<file path="config.mk">
export PLATFORM = sky130hd
export DESIGN_NAME = haptic_pulse_sequencer
export DESIGN_NICKNAME = d
export VERILOG_FILES = /design/src/rtl/core/hps_pkg.sv /design/src/rtl/core/hps_cfg_regs.sv /design/src/rtl/core/hps_step.sv /design/src/rtl/core/haptic_pulse_sequencer.sv
export SDC_FILE = /design/constraint.sdc
export NUM_CORES = 1
export LEC_CHECK = 0
export ABC_AREA = 1
export BUFFER_PORTS_ARGS = -buffer_cell sky130_fd_sc_hd__buf_4
export CAP_MARGIN = 20
export CORE_ASPECT_RATIO = 1.2
export CORE_UTILIZATION = 25
export CTS_BUF_LIST = sky130_fd_sc_hd__clkbuf_4 sky130_fd_sc_hd__clkbuf_8
export DETAILED_ROUTE_END_ITERATION = 10
export PLACE_DENSITY = 0.38
export SLEW_MARGIN = 20
export SYNTH_ARGS = -nofsm -noshare
export SYNTH_HDL_FRONTEND = slang
export SYNTH_SLANG_ARGS = --single-unit
</file>
<file path="constraint.sdc">
create_clock -name clk -period 2.7 [get_ports clk]
set_input_delay 0.54 -clock clk [delete_from_list [all_inputs] [get_ports clk]]
set_output_delay 0.54 -clock clk [all_outputs]
set_load 0.005 [all_outputs]
</file>
<file path="src/rtl/core/hps_pkg.sv">
package hps_pkg;

  // field widths fixed by the interface
  localparam int TimerW   = 16;
  localparam int RoundW   = 4;
  localparam int LevelW   = 3;
  localparam int OpW      = 2;
  localparam int CfgIdxW  = 2;
  localparam int CfgDataW = 16;

  // default sizing of the pwm and the level table
  localparam int PwmStepsDef   = 100;
  localparam int LevelCountDef = 5;

  // operation codes
  localparam logic [OpW-1:0] OP_TICK = 2'd0;
  localparam logic [OpW-1:0] OP_FIRE = 2'd1;
  localparam logic [OpW-1:0] OP_STOP = 2'd2;

  // configuration register indexes
  localparam logic [CfgIdxW-1:0] CFG_ON_TIME   = 2'd0;
  localparam logic [CfgIdxW-1:0] CFG_OFF_TIME  = 2'd1;
  localparam logic [CfgIdxW-1:0] CFG_ROUNDS    = 2'd2;
  localparam logic [CfgIdxW-1:0] CFG_PWM_EN    = 2'd3;

  // reset values of the configuration registers
  localparam logic [TimerW-1:0] OnTimeRst   = 16'd10000;
  localparam logic [TimerW-1:0] OffTimeRst  = 16'd10000;
  localparam logic [RoundW-1:0] RoundsRst   = 4'd6;
  localparam logic              PwmEnRst    = 1'b1;

  localparam logic [RoundW-1:0] RoundMax = '1;

  typedef enum logic [1:0] {
    PH_IDLE = 2'd0,
    PH_ON   = 2'd1,
    PH_OFF  = 2'd2
  } phase_t;

  typedef struct packed {
    logic [TimerW-1:0] on_time;
    logic [TimerW-1:0] off_time;
    logic [RoundW-1:0] round_total;
    logic              pwm_enable;
  } cfg_t;

  typedef struct packed {
    logic              motor_drive;
    logic              busy;
    phase_t            phase;
    logic [RoundW-1:0] rounds_done;
    logic              burst_done;
  } result_t;

endpackage

</file>
<file path="src/rtl/core/hps_cfg_regs.sv">
module hps_cfg_regs
  import hps_pkg::*;
(
  input  logic                clk,
  input  logic                rst_n,
  input  logic                wr_en,
  input  logic [CfgIdxW-1:0]  wr_index,
  input  logic [CfgDataW-1:0] wr_data,
  output cfg_t                cfg
);

  cfg_t cfg_r;
  cfg_t cfg_nxt;

  always_comb begin
    cfg_nxt = cfg_r;
    if (wr_en) begin
      case (wr_index)
        CFG_ON_TIME:  cfg_nxt.on_time     = wr_data[TimerW-1:0];
        CFG_OFF_TIME: cfg_nxt.off_time    = wr_data[TimerW-1:0];
        CFG_ROUNDS:   cfg_nxt.round_total = wr_data[RoundW-1:0];
        CFG_PWM_EN:   cfg_nxt.pwm_enable  = wr_data[0];
        default:      cfg_nxt = cfg_r;
      endcase
    end
  end

  always_ff @(posedge clk) begin
    if (!rst_n) begin
      cfg_r.on_time     <= OnTimeRst;
      cfg_r.off_time    <= OffTimeRst;
      cfg_r.round_total <= RoundsRst;
      cfg_r.pwm_enable  <= PwmEnRst;
    end else begin
      cfg_r <= cfg_nxt;
    end
  end

  assign cfg = cfg_r;

endmodule

</file>
<file path="src/rtl/core/hps_step.sv">
module hps_step
  import hps_pkg::*;
#(
  parameter int PWM_STEPS   = PwmStepsDef,
  parameter int LEVEL_COUNT = LevelCountDef
)
(
  input  logic              clk,
  input  logic              rst_n,
  input  logic              accept,
  input  logic [OpW-1:0]    operation,
  input  logic [LevelW-1:0] level,
  input  cfg_t              cfg,
  output result_t           result
);

  localparam int PwmW    = $clog2(PWM_STEPS);
  localparam int DutyW   = $clog2(PWM_STEPS + 1);
  localparam int LvlSlots = 1 << LevelW;

  localparam logic [PwmW-1:0]   PwmLast  = PwmW'(PWM_STEPS - 1);
  localparam logic [LevelW-1:0] LevelTop = LevelW'(LEVEL_COUNT - 1);

  phase_t            phase_r, phase_nxt;
  logic [RoundW-1:0] round_r, round_nxt;
  logic [LevelW-1:0] level_r, level_nxt;
  logic [TimerW-1:0] timer_r, timer_nxt;
  logic [PwmW-1:0]   pwm_r,   pwm_nxt;
  logic              done;

  logic [TimerW-1:0] timer_inc;
  logic [RoundW-1:0] round_sat;
  logic [PwmW-1:0]   pwm_inc;
  logic [DutyW-1:0]  duty [LvlSlots];
  logic              drive;

  // duty threshold per level, worked out at elaboration
  for (genvar g = 0; g < LvlSlots; g++) begin : g_duty
    assign duty[g] = DutyW'((PWM_STEPS * (g + 1)) / LEVEL_COUNT);
  end

  assign timer_inc = timer_r + 1'b1;
  assign round_sat = (round_r != RoundMax) ? round_r + 1'b1 : round_r;
  assign pwm_inc   = (pwm_r == PwmLast) ? '0 : pwm_r + 1'b1;

  always_comb begin
    phase_nxt = phase_r;
    round_nxt = round_r;
    level_nxt = level_r;
    timer_nxt = timer_r;
    pwm_nxt   = pwm_r;
    done      = 1'b0;
    case (operation)
      OP_TICK: begin
        pwm_nxt = pwm_inc;
        case (phase_r)
          PH_ON: begin
            if (timer_inc >= cfg.on_time || timer_inc == '0) begin
              timer_nxt = '0;
              round_nxt = round_sat;
              if (round_sat >= cfg.round_total) begin
                phase_nxt = PH_IDLE;
                done      = 1'b1;
              end else begin
                phase_nxt = PH_OFF;
              end
            end else begin
              timer_nxt = timer_inc;
            end
          end
          PH_OFF: begin
            if (timer_inc >= cfg.off_time || timer_inc == '0) begin
              timer_nxt = '0;
              phase_nxt = PH_ON;
            end else begin
              timer_nxt = timer_inc;
            end
          end
          default: timer_nxt = '0;
        endcase
      end
      OP_FIRE: begin
        level_nxt = (level > LevelTop) ? LevelTop : level;
        round_nxt = '0;
        phase_nxt = PH_ON;
        timer_nxt = '0;
        pwm_nxt   = '0;
      end
      OP_STOP: begin
        phase_nxt = PH_IDLE;
        round_nxt = '0;
        timer_nxt = '0;
      end
      default: ;  // unused code leaves the state alone
    endcase
  end

  // drive level after the update
  always_comb begin
    if (phase_nxt != PH_ON) begin
      drive = 1'b0;
    end else if (!cfg.pwm_enable) begin
      drive = 1'b1;
    end else begin
      drive = (DutyW'(pwm_nxt) < duty[level_nxt]);
    end
  end

  always_comb begin
    result.motor_drive = drive;
    result.busy        = (phase_nxt != PH_IDLE);
    result.phase       = phase_nxt;
    result.rounds_done = round_nxt;
    result.burst_done  = done;
  end

  always_ff @(posedge clk) begin
    if (!rst_n) begin
      phase_r <= PH_IDLE;
      round_r <= '0;
      level_r <= '0;
      timer_r <= '0;
      pwm_r   <= '0;
    end else if (accept) begin
      phase_r <= phase_nxt;
      round_r <= round_nxt;
      level_r <= level_nxt;
      timer_r <= timer_nxt;
      pwm_r   <= pwm_nxt;
    end
  end

endmodule

</file>
<file path="src/rtl/core/haptic_pulse_sequencer.sv">
// haptic burst sequencer: one item in, one result out, at up to one item per clock.
// an item is taken in the cycle it is presented unless the result register still holds
// an earlier result that the far side is stalling; the state update and the result are
// worked out in that same cycle and the result is registered for the next cycle. tick items
// advance the pwm counter and the phase timer, fire restarts a burst at the clamped
// level, stop drops back to idle with no done pulse. configuration writes are always
// taken (cfg_ready is tied high) and act on the next item.
module haptic_pulse_sequencer
  import hps_pkg::*;
#(
  parameter int PWM_STEPS   = PwmStepsDef,
  parameter int LEVEL_COUNT = LevelCountDef
)
(
  input  logic                clk,
  input  logic                rst_n,
  // item input
  input  logic                in_valid,
  output logic                in_stall,
  input  logic [OpW-1:0]      in_operation,
  input  logic [LevelW-1:0]   in_level,
  // result output
  output logic                out_valid,
  input  logic                out_stall,
  output logic                out_motor_drive,
  output logic                out_busy_res,
  output logic [1:0]          out_phase_code,
  output logic [RoundW-1:0]   out_rounds_done,
  output logic                out_burst_done,
  // configuration writes
  input  logic                cfg_valid,
  output logic                cfg_ready,
  input  logic [CfgIdxW-1:0]  cfg_index,
  input  logic [CfgDataW-1:0] cfg_data
);

  cfg_t    cfg;
  result_t step_res;
  result_t res_r;
  logic    out_valid_r, out_valid_nxt;
  logic    accept;

  // result register is free when empty or being drained this cycle
  assign in_stall  = out_valid_r & out_stall;
  assign accept    = in_valid & ~in_stall;
  assign cfg_ready = 1'b1;

  hps_cfg_regs u_cfg (
    .clk      (clk),
    .rst_n    (rst_n),
    .wr_en    (cfg_valid & cfg_ready),
    .wr_index (cfg_index),
    .wr_data  (cfg_data),
    .cfg      (cfg)
  );

  hps_step #(
    .PWM_STEPS   (PWM_STEPS),
    .LEVEL_COUNT (LEVEL_COUNT)
  ) u_step (
    .clk       (clk),
    .rst_n     (rst_n),
    .accept    (accept),
    .operation (in_operation),
    .level     (in_level),
    .cfg       (cfg),
    .result    (step_res)
  );

  // valid stays while stalled, otherwise follows the accept
  always_comb begin
    if (accept) begin
      out_valid_nxt = 1'b1;
    end else if (out_stall) begin
      out_valid_nxt = out_valid_r;
    end else begin
      out_valid_nxt = 1'b0;
    end
  end

  always_ff @(posedge clk) begin
    if (!rst_n) begin
      out_valid_r <= 1'b0;
    end else begin
      out_valid_r <= out_valid_nxt;
    end
  end

  // payload register, loaded only on accept
  always_ff @(posedge clk) begin
    if (accept) begin
      res_r <= step_res;
    end
  end

  assign out_valid       = out_valid_r;
  assign out_motor_drive = res_r.motor_drive;
  assign out_busy_res    = res_r.busy;
  assign out_phase_code  = res_r.phase;
  assign out_rounds_done = res_r.rounds_done;
  assign out_burst_done  = res_r.burst_done;

endmodule
</file>
== Word-level counts from Yosys, hierarchy flattened ==
Memory sizes are Yosys's and may differ from the RTL's.
Cells that the tools add are included.

* Input bits: 28
* ROM bits: 56
* Output and inout bits: 12
* Memories kept: 1
* Register bits after elaboration: 79
* Logic and storage cells: 77

{| class="wikitable"
|+ Memories
! name !! words !! width !! rd ports !! clocked after memory_dff !! write ports !! RTL line !! RTL
|-
| (name not given) || 8 || 7 || 1 || 0 || 0 || hps_step.sv:105 || <nowiki>drive = (DutyW'(pwm_nxt) < duty[level_nxt]);</nowiki>
|}

* Mux-type cells: 23
* Equal/unequal tests: 11
* Order comparisons: 6
* Reduce and logical (&&, ||, !) cells: 14
* Bitwise gates (word level): 4
* Add/subtract/negate cells: 3

{| class="wikitable"
|+ Operator list
! kind !! number
|-
| case mux 16 bit (2 select lines) || 2
|-
| greater-or-equal comparator 16 bit || 2
|-
| two-way mux 16 bit || 2
|-
| two-way mux 7 bit || 3
|-
| adder 16 x 1 -> 16 bit (second input constant) || 1
|-
| zero test 16 bit || 1
|-
| case mux 7 bit (2 select lines) || 1
|-
| two-way mux 4 bit || 3
|-
| AND reduction 2 bit || 5
|-
| equality test 2 bit (second input constant) || 4
|-
| case mux 4 bit (2 select lines) || 1
|-
| adder 7 x 1 -> 7 bit (second input constant) || 1
|-
| equality test 7 bit (second input constant) || 1
|-
| less-than comparator 7 bit || 1
|-
| equality test 2 x 1 -> 1 bit (second input constant) || 3
|-
| two-way mux 2 bit || 3
|-
| two-way mux 3 bit || 2
|-
| case mux 2 bit (3 select lines) || 1
|-
| adder 4 x 1 -> 4 bit (second input constant) || 1
|-
| greater-or-equal comparator 4 bit || 1
|-
| greater-or-equal comparator 4 bit (second input constant) || 1
|-
| zero test 2 bit || 2
|-
| two-way mux 1 bit || 4
|-
| inequality test 2 x 1 -> 1 bit (second input constant) || 2
|-
| 10 further kinds || 13
|}

== Depth between registers and ports, before layout ==
* Depth in word-level cells: 9
* Gate-level depth with buffers: 24

== Cells and area by module ==
From an unflattened synthesis, not the netlist that was laid out.

* Cell total of the unflattened synthesis: 791
* Area total of the unflattened synthesis: 5361.4 µm²

{| class="wikitable"
|+ Modules (own cells, without submodules)
! module !! times used !! area an instance (µm²) !! cells an instance !! seq. area each (µm²)
|-
| hps_step || 1 || 3508.4 || 556 || 640.6
|-
| hps_cfg_regs || 1 || 1519.0 || 217 || 740.7
|-
| haptic_pulse_sequencer || 1 || 334.1 || 18 || 290.3
|}

== Worst setup path after synthesis ==
No wires, ideal clock.

* Kind: input port to flip-flop
* Start point: input port in_operation[1]
* End point: register res_r, in the netlist out_motor_drive (data pin)
* Buffers on the path: 0
* Arrival time: 2557 ps
* Stages on the path: 17
* Slack: -111 ps
* Library setup time: 253 ps
* Cell sequence: inv_1 ha_1 inv_1 nor2_1 inv_1 o22ai_1 inv_1 ha_1 mux2_2 ha_1 nand2_1 inv_1 nand3_1 a21oi_1 o21ai_0 nand3_1 nor2_1

* Longest elaborated chain between the ends: 8
* Elaborated cells on any way between the ends: 13
* Classes of those cells: order compare: 1; eq/ne: 3; mux: 6; bitwise: 1; reduce/logical: 1; memory: 1

{| class="wikitable"
|+ Ends and longest elaborated chain
! item !! RTL line !! RTL
|-
| start: declaration || haptic_pulse_sequencer.sv:20 || <nowiki>input logic [OpW-1:0] in_operation,</nowiki>
|-
| equality test 2 x 1 -> 1 bit || hps_step.sv:53 || <nowiki>case (operation)</nowiki>
|-
| two-way mux 3 bit || hps_step.sv:53 ||
|-
| named net u_step.level_nxt[0] || hps_step.sv:26 || <nowiki>logic [LevelW-1:0] level_r, level_nxt;</nowiki>
|-
| inverter 3 -> 4 bit (not written as such) || hps_step.sv:105 ||
|-
| memory read (8 x 7 bit) || n/a ||
|-
| two-way mux 7 bit (not written as such) (2 in series) || hps_step.sv:105 ||
|-
| less-than comparator 7 bit || hps_step.sv:105 ||
|-
| two-way mux 1 bit || hps_step.sv:102 || <nowiki>end else if (!cfg.pwm_enable) begin</nowiki>
|-
| end signal: assignment || haptic_pulse_sequencer.sv:92 || <nowiki>res_r <= step_res;</nowiki>
|-
| end: declaration || haptic_pulse_sequencer.sv:39 || <nowiki>result_t res_r;</nowiki>
|}

The timed path passes the listed nets, and every way through them passes these cells. The select of a mux whose other input is x is not followed.
A chain may end at the register's enable or synchronous reset.

==> key figures <==
Clocking
  • Clk sinks: 79
  • CTS max path bufs: 2
  • CTS tree: built
  • H-tree depth reported by CTS: 3
  • Num CTS Buffers: 9
  • Cts hold-fix bufs: 0
  • Clk Latency, worst-skew pair: 0.37 ns
  • Worst-path clk slew: 0.09 ns
  • Root Driver: clkbuf_8

Yosys
  • Yosys cell types: 33
  • Post-synthesis register bit count: 79
  • Synthesized netlist cell count: 703
  • Net Count, Synth: 783
  • Post-synthesis sequential area ratio: 0.339
  • Synth Cell Area: 4930 µm²
  • YS warnings: 0
  • Synth Area per Inst: 7.01 µm²

Floorplan
  • IO Pins: 40
  • Die height: 156 µm
  • Core Rows: 55
  • Die ar.: 20,300 µm²
  • Core Box Area: 19,100 µm²
  • Die W: 130 µm
  • Initial Util: 0.258

Setup path
  • CP startpoint kind: flip-flop
  • Critical Path End Type: flip-flop
  • Crit path cell chain: buf_6, nand2_4, nor2_4, nand2_2, o21ai_2, nand2_2, ha_4, nand2_4, nor2_4, nand4_1, nor4_4, nor2_4, nand3_2, nand2_4, nand2_2, nand2_2, nand2_2, nand3_2
  • Setup CP Type: flip-flop to flip-flop
  • WP data arrival: 2.94 ns
  • Max stage delay on crit path: 0.38 ns
  • CP required: 2.82 ns
  • CP most frequent cell: nand2_2
  • CP Max Fanout: 7
  • Slowest cell on crit path: dfxtp_4

Power
  • Peak VDD IR: 0.000168 V
  • Leakage Power: 3.17 nW
  • Pwr/cell area: 380 nW/µm²

STA
  • Highest clock rate: 355 MHz
  • RSZ-0062 raised after global routing: true
  • WHS: 0.396 ns
  • Setup TNS: -1.24 ns
  • Worst setup margin: -0.119 ns
  • Worst slew margin: 0.481
  • Final hold violation count: 0
  • # setup viols final: 21
  • Clock Skew: 0.00746 ns
  • Worst slew pin tran: 0.772 ns
  • Max Slew Vio Count: 0
  • Tmin final: 2.82 ns
  • Final Cycle Share: 1.04

Global routing
  • Total grt overflow: 0
  • Tot GR Track Use: 0.154
  • Pin count of the biggest net entering global routing: 44
  • First-pass GRT wire length: 23,900 µm
  • Vias in the first global route: 4,867
  • Initial antenna violation count: 0

Route
  • 1st-iter DRT viols: 145
  • Via/cell ratio: 4.46
  • DRT Wirelength: 14,600 µm
  • Vias: 4,778
  • Post-DRT Antenna Nets: 0
  • Initial DRT Pass Iterations: 4
  • Drt wl/cell: 13.6 µm
  • Drc violations: 0

Finish
  • Post-layout nets: 891
  • Final design utilization: 0.356
  • Final std cells w/o fill: 1,072
  • Final Cell Area: 6780 µm²
  • Syn-to-layout area delta: 37.6%
  • ANT cells: 0
  • Layout cells sized above 1: 0.313

Placement
  • Cells after DPL: 1,043
  • Placed Area: 5950 µm²
  • Global placer's final weighted congestion: 0.832
  • Quantity of I/O buffers inserted on ports: 38
  • Hpwl dp: 11,000 µm

Outcome
  • Outcome: finished with violations
  • Violated checks: negative setup slack

Job
  • Max_cap viols: 0

Hold path
  • Hold crit path type: input pin to flip-flop
==> synthesized netlist by cell type <==
library cell	instances	area, µm²
nand2_1	158	593
edfxtp_1	9	270
nor2_4	2	22.5
buf_4	2	15.0
nand4_1	13	81.3
o22ai_1	4	25.0
a21oi_2	1	8.76
nor2_2	4	25.0
xnor2_1	2	17.5
dfxtp_1	70	1400
clkinv_1	1	3.75
nor2_1	41	154
nand3_1	27	135
xor2_1	4	35.0
or2_1	2	12.5
inv_1	115	432
nor3_1	10	50.1
o21ai_0	54	270
o21ai_1	4	20.0
clkbuf_1	18	67.6
a21o_1	1	7.51
nor4_1	1	6.26
nand3b_1	3	22.5
ha_1	52	651
o211ai_1	12	90.1
a21oi_1	74	370
conb_1	1	3.75
nand2_2	13	81.3
a21boi_0	1	7.51
buf_12	1	20.0
mux2_2	1	11.3
inv_4	1	6.26
nand3_2	1	10.0
==> logic make-up (layout without fill, tap and decap cells) <==
group,Yosys count,in the layout,share of synthesized area
flops,79,79,0.339
buf+inv,138,251,0.110
xor+xnor,6,6,0.0107
other cells,1,1,0.000761
mux,1,1,0.00229
fa+ha+maj,52,52,0.132
compound gates,151,151,0.162
simple gates,275,275,0.242
==> sequential cells by signal, indices dropped and copies added (netlist names) <==
name,flops
u_cfg.cfg,37
u_step.phase_r,2
out_busy_res,1
u_step.pwm_r,7
out_valid,1
out_rounds_done,4
u_step.round_r,4
out_phase_code,2
out_burst_done,1
out_motor_drive,1
u_step.level_r,3
u_step.timer_r,16
==> final timing paths <==
| kind | end | depth (start not counted) | start | slack (ns) |
|---|---|---|---|---|
| worst min-delay path | u_cfg.cfg[31] | 3 | cfg_data[10] | 0.40 |
| worst max register to register | out_busy_res | 18 | u_step.timer_r[1] | -0.12 |
| worst min register to register | u_cfg.cfg[27] | 2 | u_cfg.cfg[27] | 0.46 |
| worst max-delay path | out_busy_res | 18 | u_step.timer_r[1] | -0.12 |
==> final cells by class <==
cell class / instances / area, µm²
Clock buffer: 11 / 151
Clock inverter: 5 / 56.3
Fill cell: 2040 / 12300
Inverter: 117 / 454
Multi-Input combinational cell: 486 / 3200
Sequential cell: 79 / 1690
Tap cell: 256 / 320
Timing Repair Buffer: 117 / 897
Timing Repair inverter: 1 / 11.3
==> through the flow <==
step	worst slack, ns	power (mW)
final	-0.119	2.58
after global routing	-0.298	2.73
after CTS	-0.116	2.62
after detailed placement	-0.331	1.62
after global placement	-0.314	1.62
after floorplan	0.0294	1.47
==> what timing repair did <==
item	CTS	global route
resized for setup	72	72
cloned	0	1
endpoints found under the hold margin	0	0
setup endpoints to repair	31	31
buffers inserted	12	2
pin swaps	22	21
==> worst max-delay path: cells and delay by family (launching register included) <==
kind                       cells  cell delay, ns
and+or+nand+nor               15            1.62
DFF                            1            0.38
adders and majority gates      1            0.31
AOI/OAI and AO/OA              1            0.16
buffers and inverters          1            0.12
==> layer usage <==
layer | global-route usage | share of wire | wire length [µm] | vias up
met5 | 0 | 0 | 0 | -
met2 | 0.289 | 0.53 | 7780 | 58
met1 | 0.169 | 0.42 | 6090 | 2212
met4 | 0.0570 | 0.021 | 304 | 0
met3 | 0.0274 | 0.029 | 428 | 17
li1 | - | - | - | 2491
==> power by group <==
group / internal [mW] / switching, mW / total, mW
Combinational: 0.157 / 0.217 / 0.375
Sequential: 1.23 / 0.0158 / 1.25
Clock: 0.477 / 0.478 / 0.955
==> cells in the final DEF, fill, tap and decap left out, types with 2 or more instances in the layout <==
cell type    n
a21oi_1     64
a21oi_2     11
buf_4      112
buf_6        5
clkbuf_8    11
clkinv_2     2
dfxtp_1     62
dfxtp_2      6
dfxtp_4      2
edfxtp_1     9
ha_1        41
ha_4        11
inv_1      105
inv_2        9
nand2_1    126
nand2_2     33
nand2_4     11
nand3_1     22
nand3_2      4
nand3_4      2
nand3b_1     3
nand4_1     13
nor2_1      27
nor2_2       9
nor2_4      11
nor3_1       9
o211ai_1    12
o21ai_0     46
o21ai_1      8
o21ai_2      4
o22ai_1      3
or2_1        2
xor2_1       4
Power figures use the tool's default switching activity.
